`src/rtl/bia_pkg.sv`:
```
// ----------------------------------------------------------------------------
// bia_pkg
// Shared types and codes for the bitmap identifier allocator.
// ----------------------------------------------------------------------------
package bia_pkg;

    localparam int DEF_NUM_IDS   = 128;
    localparam int DEF_WORD_BITS = 32;

    // wide enough for any identifier up to the largest supported map
    localparam int TOKEN_ID_W = 12;

    localparam logic KIND_ALLOC   = 1'b0;
    localparam logic KIND_RELEASE = 1'b1;

    localparam logic [1:0] ST_ALLOCATED = 2'd0;
    localparam logic [1:0] ST_FULL      = 2'd1;
    localparam logic [1:0] ST_RELEASED  = 2'd2;
    localparam logic [1:0] ST_NOT_USED  = 2'd3;

    typedef struct packed {
        logic       kind;
        logic [6:0] release_id;
    } req_item_t;

    typedef struct packed {
        logic [1:0] status;
        logic [6:0] granted_id;
    } rsp_item_t;

    // request travelling along the row of bitmap cells
    typedef struct packed {
        logic                  active;
        logic                  kind;
        logic                  found;
        logic [6:0]            rid;
        logic [TOKEN_ID_W-1:0] id;
    } scan_token_t;

    typedef enum logic [1:0] {
        CTRL_IDLE,
        CTRL_SCAN,
        CTRL_HOLD
    } ctrl_state_t;

endpackage

```
`src/rtl/bia_cell.sv`:
```
// ----------------------------------------------------------------------------
// bia_cell
// One bitmap word: serves the passing request and hands it to the next cell.
// ----------------------------------------------------------------------------
module bia_cell
    import bia_pkg::*;
#(
    parameter int NUM_IDS   = DEF_NUM_IDS,
    parameter int WORD_BITS = DEF_WORD_BITS,
    parameter int CELL_IDX  = 0,
    parameter int CUR_W     = $clog2(DEF_NUM_IDS + 1)
)
(
    input  logic              clk,
    input  logic              rst_n,
    input  logic [CUR_W-1:0]  cursor,
    input  scan_token_t       tok_in,
    output scan_token_t       tok_out
);

    localparam int BASE  = CELL_IDX * WORD_BITS;
    localparam int BIT_W = $clog2(WORD_BITS);

    logic [WORD_BITS-1:0] word_reg;
    logic [WORD_BITS-1:0] word_next;
    scan_token_t          tok_reg;
    scan_token_t          tok_next;
    logic [WORD_BITS-1:0] free_hit;
    logic [WORD_BITS-1:0] rel_hit;
    logic                 pick_found;
    logic [BIT_W-1:0]     pick_idx;

    always_comb
    begin
        free_hit   = '0;
        rel_hit    = '0;
        pick_found = 1'b0;
        pick_idx   = '0;
        for (int b = 0; b < WORD_BITS; b++)
        begin
            free_hit[b] = !word_reg[b] && (BASE + b < NUM_IDS) && (int'(cursor) <= BASE + b);
            rel_hit[b]  = word_reg[b] && (int'(tok_in.rid) == BASE + b);
        end
        // lowest free bit wins
        for (int b = WORD_BITS - 1; b >= 0; b--)
        begin
            if (free_hit[b])
            begin
                pick_found = 1'b1;
                pick_idx   = BIT_W'(b);
            end
        end
    end

    always_comb
    begin
        word_next = word_reg;
        tok_next  = tok_in;
        if (tok_in.active && !tok_in.found)
        begin
            if (tok_in.kind == KIND_ALLOC)
            begin
                if (pick_found)
                begin
                    word_next[pick_idx] = 1'b1;
                    tok_next.found      = 1'b1;
                    tok_next.id         = TOKEN_ID_W'(BASE) + TOKEN_ID_W'(pick_idx);
                end
            end
            else if (|rel_hit)
            begin
                word_next      = word_reg & ~rel_hit;
                tok_next.found = 1'b1;
            end
        end
    end

    always_ff @(posedge clk or negedge rst_n)
    begin
        if (!rst_n)
        begin
            word_reg <= '0;
            tok_reg  <= '0;
        end
        else
        begin
            word_reg <= word_next;
            tok_reg  <= tok_next;
        end
    end

    assign tok_out = tok_reg;

endmodule

```
`src/rtl/bia_ctrl.sv`:
```
// ----------------------------------------------------------------------------
// bia_ctrl
// Request launch, search cursor and response register of the allocator.
// ----------------------------------------------------------------------------
module bia_ctrl
    import bia_pkg::*;
#(
    parameter int NUM_IDS = DEF_NUM_IDS,
    parameter int CUR_W   = $clog2(DEF_NUM_IDS + 1)
)
(
    input  logic             clk,
    input  logic             rst_n,
    input  logic             req_valid,
    output logic             req_ready,
    input  req_item_t        req,
    output logic             rsp_valid,
    input  logic             rsp_ready,
    output rsp_item_t        rsp,
    output scan_token_t      launch,
    input  scan_token_t      tail,
    output logic [CUR_W-1:0] cursor
);

    ctrl_state_t      state_reg;
    ctrl_state_t      state_next;
    logic [CUR_W-1:0] cursor_reg;
    logic [CUR_W-1:0] cursor_next;
    rsp_item_t        rsp_reg;
    rsp_item_t        rsp_next;
    logic             rsp_valid_reg;
    logic             rsp_valid_next;
    rsp_item_t        hold_reg;
    rsp_item_t        hold_next;
    rsp_item_t        result;
    logic             rsp_free;

    assign req_ready = (state_reg == CTRL_IDLE);
    assign rsp_free  = !rsp_valid_reg || rsp_ready;

    always_comb
    begin
        launch        = '0;
        launch.active = req_valid && req_ready;
        launch.kind   = req.kind;
        launch.rid    = req.release_id;
    end

    always_comb
    begin
        result = '0;
        if (tail.kind == KIND_ALLOC)
        begin
            result.status = tail.found ? ST_ALLOCATED : ST_FULL;
            if (tail.found)
            begin
                result.granted_id = tail.id[6:0];
            end
        end
        else
        begin
            result.status = tail.found ? ST_RELEASED : ST_NOT_USED;
        end
    end

    always_comb
    begin
        state_next     = state_reg;
        cursor_next    = cursor_reg;
        rsp_next       = rsp_reg;
        rsp_valid_next = rsp_valid_reg && !rsp_ready;
        hold_next      = hold_reg;
        unique case (state_reg)
            CTRL_IDLE:
            begin
                if (req_valid)
                begin
                    state_next = CTRL_SCAN;
                end
            end
            CTRL_SCAN:
            begin
                if (tail.active)
                begin
                    if (tail.kind == KIND_ALLOC)
                    begin
                        cursor_next = tail.found ? CUR_W'(tail.id) + CUR_W'(1)
                                                 : CUR_W'(NUM_IDS);
                    end
                    else if (tail.found)
                    begin
                        cursor_next = '0;
                    end
                    if (rsp_free)
                    begin
                        rsp_next       = result;
                        rsp_valid_next = 1'b1;
                        state_next     = CTRL_IDLE;
                    end
                    else
                    begin
                        hold_next  = result;
                        state_next = CTRL_HOLD;
                    end
                end
            end
            CTRL_HOLD:
            begin
                if (rsp_ready)
                begin
                    rsp_next       = hold_reg;
                    rsp_valid_next = 1'b1;
                    state_next     = CTRL_IDLE;
                end
            end
            default:
            begin
                state_next = CTRL_IDLE;
            end
        endcase
    end

    always_ff @(posedge clk or negedge rst_n)
    begin
        if (!rst_n)
        begin
            state_reg     <= CTRL_IDLE;
            cursor_reg    <= '0;
            rsp_valid_reg <= 1'b0;
        end
        else
        begin
            state_reg     <= state_next;
            cursor_reg    <= cursor_next;
            rsp_valid_reg <= rsp_valid_next;
        end
    end

    always_ff @(posedge clk)
    begin
        rsp_reg  <= rsp_next;
        hold_reg <= hold_next;
    end

    assign rsp_valid = rsp_valid_reg;
    assign rsp       = rsp_reg;
    assign cursor    = cursor_reg;

    a_tail_in_scan: assert property (@(posedge clk) disable iff (!rst_n)
        tail.active |-> state_reg == CTRL_SCAN)
        else $error("request left the cell row outside a scan");

    a_hold_has_rsp: assert property (@(posedge clk) disable iff (!rst_n)
        state_reg == CTRL_HOLD |-> rsp_valid_reg)
        else $error("holding a result with the response register empty");

    a_cursor_range: assert property (@(posedge clk) disable iff (!rst_n)
        int'(cursor_reg) <= NUM_IDS)
        else $error("search cursor beyond the map");

    a_grant_zero: assert property (@(posedge clk) disable iff (!rst_n)
        (rsp_valid_reg && rsp_reg.status != ST_ALLOCATED) |-> rsp_reg.granted_id == '0)
        else $error("identifier returned without a grant");

    a_accept_scans: assert property (@(posedge clk) disable iff (!rst_n)
        (req_valid && req_ready) |=> state_reg == CTRL_SCAN)
        else $error("accepted request did not start a scan");

endmodule

```
`src/rtl/bitmap_id_allocator_top.sv`:
```
// ----------------------------------------------------------------------------
// bitmap_id_allocator_top
// Identifier allocator: a row of bitmap word cells walked by each request.
// ----------------------------------------------------------------------------
// Usage
// - req channel (req_valid/req_ready/req): kind selects allocate or release,
//   release_id names the identifier to free; one request is in flight at a time
// - rsp channel (rsp_valid/rsp_ready/rsp): one response per request with the
//   status and, on a grant, the identifier
// - a request enters the first cell in the cycle of its transfer and moves one
//   word cell per cycle, so every request takes NUM_IDS/WORD_BITS cells
//   (rounded up) to cross the row; the controller then registers the response
// - the next request is taken only after that result is registered or parked, so
//   a new request is never taken before the last one has left the row
// - the length of the cell row sets the spacing between requests
// - reset clears every bitmap word (all identifiers free) and the cursor
// - while a response waits on a stalled receiver a new request is still taken;
//   its result is parked in the controller until the response register frees,
//   and no further request is taken until then
// ----------------------------------------------------------------------------
module bitmap_id_allocator_top
    import bia_pkg::*;
#(
    parameter int NUM_IDS   = DEF_NUM_IDS,
    parameter int WORD_BITS = DEF_WORD_BITS
)
(
    input  logic      clk,
    input  logic      rst_n,
    input  logic      req_valid,
    output logic      req_ready,
    input  req_item_t req,
    output logic      rsp_valid,
    input  logic      rsp_ready,
    output rsp_item_t rsp
);

    localparam int MAP_WORDS = (NUM_IDS + WORD_BITS - 1) / WORD_BITS;
    localparam int CUR_W     = $clog2(NUM_IDS + 1);

    scan_token_t      chain [MAP_WORDS+1];
    logic [CUR_W-1:0] cursor;

    bia_ctrl #(
        .NUM_IDS (NUM_IDS),
        .CUR_W   (CUR_W)
    ) u_ctrl (
        .clk       (clk),
        .rst_n     (rst_n),
        .req_valid (req_valid),
        .req_ready (req_ready),
        .req       (req),
        .rsp_valid (rsp_valid),
        .rsp_ready (rsp_ready),
        .rsp       (rsp),
        .launch    (chain[0]),
        .tail      (chain[MAP_WORDS]),
        .cursor    (cursor)
    );

    for (genvar i = 0; i < MAP_WORDS; i++)
    begin : g_cell
        bia_cell #(
            .NUM_IDS   (NUM_IDS),
            .WORD_BITS (WORD_BITS),
            .CELL_IDX  (i),
            .CUR_W     (CUR_W)
        ) u_cell (
            .clk     (clk),
            .rst_n   (rst_n),
            .cursor  (cursor),
            .tok_in  (chain[i]),
            .tok_out (chain[i+1])
        );
    end

endmodule
```
`config.mk`:
```
export PLATFORM = sky130hd
export DESIGN_NAME = bitmap_id_allocator_top
export DESIGN_NICKNAME = d
export VERILOG_FILES = /design/src/rtl/bia_pkg.sv /design/src/rtl/bia_cell.sv /design/src/rtl/bia_ctrl.sv /design/src/rtl/bitmap_id_allocator_top.sv
export SDC_FILE = /design/constraint.sdc
export NUM_CORES = 1
export LEC_CHECK = 0
export BUFFER_PORTS_ARGS = -buffer_cell sky130_fd_sc_hd__buf_4
export CORE_UTILIZATION = 34
export CTS_BUF_LIST = sky130_fd_sc_hd__clkbuf_8 sky130_fd_sc_hd__clkbuf_16
export DETAILED_ROUTE_END_ITERATION = 6
export SLEW_MARGIN = 0
export SYNTH_ARGS = -nofsm -noshare
export SYNTH_HDL_FRONTEND = slang
export SYNTH_HIERARCHICAL = 1
export SYNTH_SLANG_ARGS = --single-unit
```
`constraint.sdc`:
```
create_clock -name clk -period 3.8 [get_ports clk]
set_clock_uncertainty 0.2 [all_clocks]
set_input_delay 0.19 -clock clk [delete_from_list [all_inputs] [get_ports clk]]
set_output_delay 0.19 -clock clk [all_outputs]
set_load 0.05 [all_outputs]
```
=== Word-level counts from Yosys, hierarchy flattened ===
Index checks and enable logic that the tools add are counted.

* Add/subtract/negate cells: 4
* Order comparisons: 136
* Eq/ne operators: 138
* Mux-type cells: 325
* Bitwise gates (word level): 13
* Reduce and logical (&&, ||, !) cells: 418

{| class="wikitable"
|+ Operators by type and width
! cell !! number
|-
| $mux W5 || 130
|-
| $le A8 B7 Y1 const B || 64
|-
| $eq A7 B7 Y1 const B || 64
|-
| $mux W32 || 12
|-
| $logic_and A1 B1 Y1 || 265
|-
| $le A8 B6 Y1 const B || 32
|-
| $eq A7 B6 Y1 const B || 32
|-
| $mux W1 || 153
|-
| $logic_not A1 Y1 || 133
|-
| $and A32 B32 Y32 || 4
|-
| $le A8 B5 Y1 const B || 16
|-
| $not A32 Y32 || 4
|-
| $or A32 B32 Y32 || 4
|-
| $reduce_or A32 Y1 || 4
|-
| $eq A7 B5 Y1 const B || 16
|-
| $mux W8 || 13
|-
| $le A8 B4 Y1 const B || 8
|-
| $eq A7 B4 Y1 const B || 8
|-
| $le A8 B3 Y1 const B || 4
|-
| $eq A7 B3 Y1 const B || 4
|-
| $mux W9 || 3
|-
| $lt A5 B6 Y1 const B || 4
|-
| $reduce_and A3 Y1 || 7
|-
| $demux W1 S5 || 4
|-
| 23 further kinds || 46
|}

* Bits in registers: 222
* Bits of input ports: 12
* Output and inout bits: 11
* Word-level logic and storage cells: 1064

=== Depth between registers and ports, before layout ===
Gate-level depths: netlist of run 1.

* Word-level depth: 41
* Depth in mapped cells: 13
* Gate-level depth less buffers: 8

=== Cells and area by module ===
Netlist of run 1, hierarchy kept.

{| class="wikitable"
|+ By module, submodules not included
! module !! instances !! cells each !! area each (µm²) !! sequential area each (µm²)
|-
| bia_cell (g_cell[2].u_cell) || 1 || 450 || 4062.6 || 1351.3
|-
| bia_cell (g_cell[0].u_cell) || 1 || 450 || 3931.3 || 1351.3
|-
| bia_cell (g_cell[1].u_cell) || 1 || 419 || 3901.2 || 1351.3
|-
| bia_cell (g_cell[3].u_cell) || 1 || 447 || 3858.7 || 1351.3
|-
| bia_ctrl || 1 || 132 || 1566.5 || 815.8
|}

=== Least setup slack after synthesis of run 1 ===
OpenSTA, ideal clock, no wires.

* Path kind: register to register
* From: register u_ctrl.cursor_reg[4], in the netlist u_ctrl/cursor[4]
* To: register g_cell[2].u_cell.word_reg[5]
* Library setup time: 0.137 ns
* Data arrival time: 2.990 ns
* Required time: 3.463 ns
* Slack: 0.473 ns
* Cell stages (with the launch flop): 12
* Buffers on the path: 3
* Period minus slack after synthesis: 3.327 ns
* Cells stage by stage: dfrtp_1 > buf_4 > nor4b_4 > a2111oi_1 > nand2b_4 > or4_4 > or3_4 > o21a_1 > buf_2 > nand2b_1 > buf_4 > o31ai_1

* Cells in the longest elaborated chain, start to end: 41
* Elaborated cells between the ends (all ways): 138
* Classes of those cells: order compare (34); mux (68); bitwise (1); reduce/logical (35)

{| class="wikitable"
|+ RTL lines
! element !! line !! RTL
|-
| from (decl) || bia_ctrl.sv:27 || <nowiki>logic [CUR_W-1:0] cursor_reg;</nowiki>
|-
| from (signal assigned) || bia_ctrl.sv:134 || <nowiki>cursor_reg <= cursor_next;</nowiki>
|-
| $le A8 B7 Y1 || bia_cell.sv:41 || <nowiki>free_hit[b] = !word_reg[b] && (BASE + b < NUM_IDS) && (int'(cursor) <= BASE + b);</nowiki>
|-
| $logic_and A1 B1 Y1 || bia_cell.sv:41 ||
|-
| $mux W5 (32 in a row) || bia_cell.sv:47 || <nowiki>if (free_hit[b])</nowiki>
|-
| $lt A5 B6 Y1 (implied by the code) or $ge A5 B1 Y1 (tied branches) || bia_cell.sv:65 || <nowiki>word_next[pick_idx] = 1'b1;</nowiki>
|-
| $logic_and A1 B1 Y1 (implied by the code) || bia_cell.sv:65 ||
|-
| $mux W1 (implied by the code) || bia_cell.sv:65 ||
|-
| $demux W1 S5 || - ||
|-
| $or A32 B32 Y32 (no line) || - ||
|-
| $mux W32 || bia_cell.sv:63 || <nowiki>if (pick_found)</nowiki>
|-
| $mux W32 || bia_cell.sv:61 || <nowiki>if (tok_in.kind == KIND_ALLOC)</nowiki>
|-
| to (signal assigned) || bia_cell.sv:87 || <nowiki>word_reg <= word_next;</nowiki>
|-
| to (decl) || bia_cell.sv:24 || <nowiki>logic [WORD_BITS-1:0] word_reg;</nowiki>
|}

Several ways; a longest one is shown, not always the timed one. The select of a mux whose other input is x is not followed.
A chain may end at the register's enable or synchronous reset.

=== Final worst setup path of run 1 ===
* From: register u_ctrl.cursor_reg[4], in the netlist u_ctrl/cursor[4]
* To: register g_cell[1].u_cell.word_reg[31]

* Cells in the longest elaborated chain, start to end: 41
* Elaborated cells between the ends (all ways): 138
* Classes of those cells: order compare (34); mux (68); bitwise (1); reduce/logical (35)

{| class="wikitable"
|+ RTL lines
! element !! line
|-
| $le A8 B6 Y1 || bia_cell.sv:41
|-
| $logic_and A1 B1 Y1 || bia_cell.sv:41
|-
| $mux W5 (32 in a row) || bia_cell.sv:47
|-
| $lt A5 B6 Y1 (implied by the code) or $ge A5 B1 Y1 (tied branches) || bia_cell.sv:65
|-
| $logic_and A1 B1 Y1 (implied by the code) || bia_cell.sv:65
|-
| $mux W1 (implied by the code) || bia_cell.sv:65
|-
| $demux W1 S5 || -
|-
| $or A32 B32 Y32 (no line) || -
|-
| $mux W32 || bia_cell.sv:63
|-
| $mux W32 || bia_cell.sv:61
|-
| to (signal assigned) || bia_cell.sv:87
|-
| to (decl) || bia_cell.sv:24
|}

Several ways; a longest one is shown, not always the timed one. The select of a mux whose other input is x is not followed.

==> flow_metrics.env, run 1 <==
export IMPL_cp_top_family="compound AO/OA/AOI/OAI gates"
export IMPL_rows=80
export IMPL_fin_util_pct=38.7
export IMPL_grt_max_degree=107
export IMPL_place_hpwl_um=43700
export IMPL_arrival_ns=3.87
export IMPL_cts_tree="built"
export IMPL_intPower_mw=7.04
export IMPL_syn2layout_area_growth_pct=11.7
export IMPL_power_frac_seq_pct=25.2
export IMPL_track_usage_pct=23.2
export IMPL_remaining_drc_errors=0
export IMPL_worst_ep_required_time_ns=4.05
export IMPL_period_needed_ns=3.62
export IMPL_largest_reg_flops=128
export IMPL_worstSetupPathType="register to register"
export IMPL_hold_viol_final=0
export IMPL_min_path_type="primary input to asynchronous set/reset pin"
export IMPL_p_per_area_nw_per_um2=740
export IMPL_grt_overflow=0
export IMPL_synth_cells=1855
export IMPL_slew_viol_final=0
export IMPL_grt_pass1_wl_um=92000
export IMPL_ys_warnings_count=6
export IMPL_switchingPower_mw=6.69
export IMPL_first_global_vias=15600
export IMPL_final_cell_mix="dfrtp_1, nand2_1, o31ai_1"
export IMPL_startpoint_type="register"
export IMPL_fmax_ghz=0.276
export IMPL_clockPowerShare_pct=19.5
export IMPL_critPathMaxFanout=32
export IMPL_endpoint_kind="register"
export IMPL_vias=16400
export IMPL_p_sw_share_pct=48.7
export IMPL_first_pass_iters=6
export IMPL_maxCapViolCount=0
export IMPL_ant_nets=0
export IMPL_wl_per_cell_um=23.7
export IMPL_max_slew_margin_pct=13.7
export IMPL_die_x_um=223
export IMPL_vdd_ir_drop_max_uv=407
export IMPL_period_share_pct=95.3
export IMPL_vias_per_cell=6.60
export IMPL_portBuffers=22
export IMPL_outcome="completed"
export IMPL_fill_cells=4825
export IMPL_clk_path_buf_depth=3
export IMPL_antenna_found_initial=0
export IMPL_core_um2=47900
export IMPL_layout_setup_ws_ns=0.179
export IMPL_root_buffer="clkbuf_16"
export IMPL_clk_insertion_delay_late_ns=0.55
export IMPL_place_ws_ns=0.250
export IMPL_mostFrequentLayoutCell="dfrtp_1"
export IMPL_totalWireLength_um=59000
export IMPL_gp_congestion=0.995
export IMPL_drive_gt1_share_pct=15.8
export IMPL_initialDrtViolationCount=2008
export IMPL_clkTransAtPathRegs_ns=0.06
export IMPL_n_antenna_cell=0
export IMPL_cpPeakStageDelay_ns=0.64
export IMPL_ctsHtreeMaxLevel=1
export IMPL_netlist_area_um2=16600
export IMPL_max_slew_worst_pin_slew_ns=1.29
export IMPL_die_h_um=223
export IMPL_tns_ns=0
export IMPL_combPwrFrac_pct=55.3
export IMPL_cts_buffers=26
export IMPL_rsz0062_at_grt="no"
export IMPL_initial_core_util_pct=34.7
export IMPL_slowest_stage="dfrtp_2"
export IMPL_p_leak_nw=7.03
export IMPL_fp_dieArea_um2=49800
export IMPL_setup_viol=0
export IMPL_path_buf_inv=2
export IMPL_ios=23
export IMPL_nNetsFinal=1870
export IMPL_syn_avg_cell_area_um2=8.96
export IMPL_clock_sinks=222
export IMPL_path_cells="buf_12 -> buf_4 -> and3_1 -> mux2i_1 -> o211ai_1 -> o32ai_1 -> a31oi_1 -> o31ai_2 -> o22ai_1 -> o31ai_1"
==> power groups by stage <==
| stage | Clock (mW) | Combinational (mW) | Sequential [mW] |
|---|---|---|---|
| 3_5_place_dp | 0 | 7.34 | 3.47 |
| 6_report | 2.67 | 7.59 | 3.47 |
| 2_1_floorplan | 0 | 5.28 | 3.30 |
| 5_1_grt | 2.82 | 8.07 | 3.51 |
| 4_1_cts | 2.73 | 7.38 | 3.43 |
| 3_3_place_gp | 0 | 7.33 | 3.47 |
==> area by class of cell <==
cell class,instances,area [um2],share of cell area [%]
inverter,49,184,0.991
sequential,222,5650,30.5
timing repair buffer,117,1030,5.54
multi-input combinational,1437,9990,53.8
tap,615,769,4.15
clock buffer,36,811,4.37
clock inverter,12,121,0.654
==> per-layer routing <==
metal,up-vias,part of all wire [%],GRT usage [%]
li1,7296,-,-
met1,8017,42,31.7
met2,941,46,37.5
met3,156,8.4,3.23
met4,0,3.4,7.65
met5,-,0,0
==> final timing paths <==
path | from | endpoint | slack [ns] | cells after the start
setup / recovery | u_ctrl/cursor[4] | g_cell[1].u_cell/word_reg[31] | 0.18 | 10
hold / removal | rst_n | g_cell[2].u_cell/word_reg[7] | 0.11 | 2
setup reg to reg | u_ctrl/cursor[4] | g_cell[1].u_cell/word_reg[31] | 0.18 | 10
hold reg to reg | g_cell[2].u_cell/tok_out[21] | g_cell[3].u_cell/tok_out[21] | 0.22 | 0
max in group asynchronous | rst_n | g_cell[0].u_cell/word_reg[20] | 2.30 | 3
min in group clk | req[6] | g_cell[0].u_cell/tok_out[18] | 0.12 | 2
==> stage by stage <==
| step | power (mW) | hold WS, ns | std cells | area (um2) |
|---|---|---|---|---|
| finish | 13.7 | 0.106 | 2488 | 18600 |
| global route | 14.4 | 0.124 | 2488 | 18600 |
| CTS | 13.5 | 0.114 | 2488 | 18500 |
| detailed placement | 10.8 | 0.129 | 2428 | 17500 |
| global placement | 10.8 | 0.126 | 2428 | 17500 |
| floorplan | 8.58 | -0.306 | 1863 | 16600 |
==> worst register-to-register path, cell delays in order (launching register included) <==
cell and delay, ns:
dfrtp_2 0.64, buf_12 0.25, buf_4 0.21, and3_1 0.26, mux2i_1 0.22, o211ai_1 0.11, o32ai_1 0.34, a31oi_1 0.15
o31ai_2 0.47, o22ai_1 0.35, o31ai_1 0.33
==> timing repair <==
action / in CTS / in global routing
gates resized for setup: 0 / 3
endpoints found under the setup margin: 0 / 4
hold buffers: 12 / 0
endpoints found under the hold margin: 132 / 0
setup buffers: 0 / 0
Power figures use the tool's default switching activity.
==> inputs of run 2 (changes only) <==
--- a/config.mk
+++ b/config.mk
@@ -8,6 +8,7 @@
 export BUFFER_PORTS_ARGS = -buffer_cell sky130_fd_sc_hd__buf_4
 export CORE_UTILIZATION = 34
 export CTS_BUF_LIST = sky130_fd_sc_hd__clkbuf_8 sky130_fd_sc_hd__clkbuf_16
+export CTS_CLUSTER_DIAMETER = 50
 export DETAILED_ROUTE_END_ITERATION = 6
 export SLEW_MARGIN = 0
 export SYNTH_ARGS = -nofsm -noshare
==> constraint.sdc (replaced) <==
create_clock -name clk -period 3.8 [get_ports clk]
set_clock_uncertainty 0.2 [all_clocks]
set_input_delay 0.57 -clock clk [delete_from_list [all_inputs] [get_ports clk]]
set_output_delay 0.57 -clock clk [all_outputs]
set_load 0.05 [all_outputs]
==> run 2 against run 1 <==
  * Final area barely moved
  * Sequential share of layout area hardly changed
  * Register-to-register slack got worse by 0.02 ns
  * Hold slack worse by 0.052 ns
  * Die area did not move
  * Non-clock buffer count shrank 2
  * Setup slack got worse by 0.023 ns
  * Wire length decreased by 1.4%
  * Critical path depth decreased by 1
  * Clock-buffer cell count shrank 6
  * First-iteration DRC count shrank 6.4%
  * Clock power is 4% higher
  * Largest power group unchanged
==> flow_metrics.env, run 2 (synthesized netlist as in run 1, its figures left out) <==
export IMPL_power_total_mw=13.8
export IMPL_multi_input_area_um2=9970
export IMPL_power_frac_seq_pct=25.4
export IMPL_holdPathEnd="g_cell[0].u_cell/tok_out[15]"
export IMPL_tns_ns=0
export IMPL_post_route_cell_area_um2=18600
export IMPL_track_usage_pct=22.8
export IMPL_vias_per_cell=6.50
export IMPL_worstSetupPathType="register to register"
export IMPL_nNetsFinal=1871
export IMPL_p_leak_nw=7.02
export IMPL_critPathMaxFanout=29
export IMPL_vias=16200
export IMPL_remaining_drc_errors=0
export IMPL_ios=23
export IMPL_vdd_ir_drop_max_uv=412
export IMPL_p_per_area_nw_per_um2=741
export IMPL_die_x_um=223
export IMPL_initial_core_util_pct=34.7
export IMPL_reg2reg_from="u_ctrl/cursor[6]"
export IMPL_place_hpwl_um=43000
export IMPL_holdCritStartpoint="req[3]"
export IMPL_regArea_um2=5650
export IMPL_fp_dieArea_um2=49800
export IMPL_cts_tree="built"
export IMPL_min_path_type="primary input to register"
export IMPL_clk_insertion_delay_late_ns=0.57
export IMPL_endpoint_kind="register"
export IMPL_clockPowerShare_pct=20.1
export IMPL_cts_buffers=29
export IMPL_mostFrequentLayoutCell="dfrtp_1"
export IMPL_rsz0062_at_grt="no"
export IMPL_clock_sinks=222
export IMPL_placed_area_um2=17500
export IMPL_fill_cells=4703
export IMPL_final_cell_mix="dfrtp_1, nand2_1, o31ai_1"
export IMPL_core_um2=47900
export IMPL_hold_viol_final=0
export IMPL_period_needed_ns=3.64
export IMPL_r2r_slack_ns=0.16
export IMPL_regToRegEndpoint="g_cell[2].u_cell/word_reg[0]"
export IMPL_fin_hold_ws_ns=0.0547
export IMPL_maxCapViolCount=0
export IMPL_initialDrtViolationCount=1880
export IMPL_post_cts_resize_count=0
export IMPL_drive_gt1_share_pct=16.2
export IMPL_setup_viol=0
export IMPL_switchingPower_mw=6.72
export IMPL_arrival_ns=3.95
export IMPL_period_share_pct=95.9
export IMPL_totalWireLength_um=58200
export IMPL_first_pass_iters=7
export IMPL_syn2layout_area_growth_pct=11.7
export IMPL_slew_viol_final=0
export IMPL_combPwrFrac_pct=54.5
export IMPL_grt_max_degree=72
export IMPL_grt_pass1_wl_um=90300
export IMPL_n_antenna_cell=0
export IMPL_ctsHtreeMaxLevel=1
export IMPL_fmax_ghz=0.274
export IMPL_max_slew_margin_pct=11.9
export IMPL_worstHoldPathCells=1
export IMPL_ant_nets=0
export IMPL_max_slew_worst_pin_slew_ns=1.32
export IMPL_startpoint_type="register"
export IMPL_grt_overflow=0
export IMPL_die_h_um=223
export IMPL_gp_congestion=0.977
export IMPL_antenna_found_initial=0
export IMPL_intPower_mw=7.04
export IMPL_first_global_vias=15300
export IMPL_root_buffer="clkbuf_16"
export IMPL_rows=80
export IMPL_largest_reg_flops=128
export IMPL_postCtsSetupRepairBufs=0
export IMPL_p_sw_share_pct=48.8
export IMPL_worst_ep_required_time_ns=4.10
export IMPL_wl_per_cell_um=23.4
export IMPL_clkTransAtPathRegs_ns=0.06
export IMPL_outcome="completed"
export IMPL_clk_path_buf_depth=3
export IMPL_reg2reg_depth=9
export IMPL_portBuffers=22
run 2: changes by cell type in the layout (fill, tap and decap cells not counted), moves of 2 or more:
| cell | previous run | this run |
|---|---|---|
| clkinv_8 | 0 | 2 |
| inv_6 | 2 | 8 |
| inv_1 | 53 | 50 |
| buf_4 | 95 | 100 |
| clkinv_2 | 1 | 5 |
| clkbuf_8 | 8 | 1 |
| dlygate4sd3_1 | 12 | 5 |
| clkinvlp_4 | 0 | 2 |
run 2: per-layer routing:
metal | wire length (um) | part of all wire (%) | GRT usage [%]
met1 | 24700 | 42 | 31.4
met2 | 26300 | 45 | 36.4
met3 | 5170 | 8.9 | 3.82
met4 | 2020 | 3.5 | 7.30
met5 | 0 | 0 | 0
run 2: final cells by class:
| class | count | area share, % |
|---|---|---|
| Clock buffer | 30 | 3.99 |
| Clock inverter | 24 | 1.26 |
| Inverter | 49 | 0.991 |
| Multi-Input combinational cell | 1437 | 53.8 |
| Sequential cell | 222 | 30.5 |
| Tap cell | 615 | 4.15 |
| Timing Repair Buffer | 115 | 5.37 |
run 2: timing repair:
action                                  CTS  global route
hold buffers                              5             0
endpoints found under the setup margin    0             0
endpoints found under the hold margin    73             0
run 2: worst max path at each step:
stage                           from                            to  slack (ns)  cells past startpoint
floorplan           u_ctrl/cursor[4]  g_cell[2].u_cell/word_reg[5]        0.47                     11
global placement    u_ctrl/cursor[6]  g_cell[2].u_cell/word_reg[0]        0.29                      9
detailed placement  u_ctrl/cursor[6]  g_cell[2].u_cell/word_reg[0]        0.27                      9
CTS                 u_ctrl/cursor[6]  g_cell[2].u_cell/word_reg[0]        0.24                      9
global route        u_ctrl/cursor[5]  g_cell[3].u_cell/word_reg[8]        0.04                      9
finish              u_ctrl/cursor[6]  g_cell[2].u_cell/word_reg[0]        0.16                      9
run 2: metrics by stage:
step           setup WS, ns  utilization, %  instances
6_report              0.156            38.7       2492
4_1_cts               0.239            38.7       2492
3_5_place_dp          0.272            36.5       2433
5_1_grt              0.0365            38.7       2492
2_1_floorplan         0.473               -       1863
3_3_place_gp          0.290            36.5       2433
run 2: power groups by stage:
stage                     clock (mW)  combinational [mW]  sequential (mW)
final                           2.77                7.49             3.49
after global routing            2.92                8.01             3.54
after CTS                       2.83                7.31             3.46
after detailed placement           0                7.28             3.50
after global placement             0                7.30             3.50
after floorplan                    0                5.28             3.30
run 2: critical path, stage by stage, from the launching register on:
cell       delay, ns
dfrtp_1         0.36
buf_4           0.29
or4b_4          0.54
o311ai_2        0.31
a21oi_1         0.17
or3_4           0.45
a211oi_1        0.36
nor2_1          0.19
a2111oi_2       0.47
a32o_1          0.23
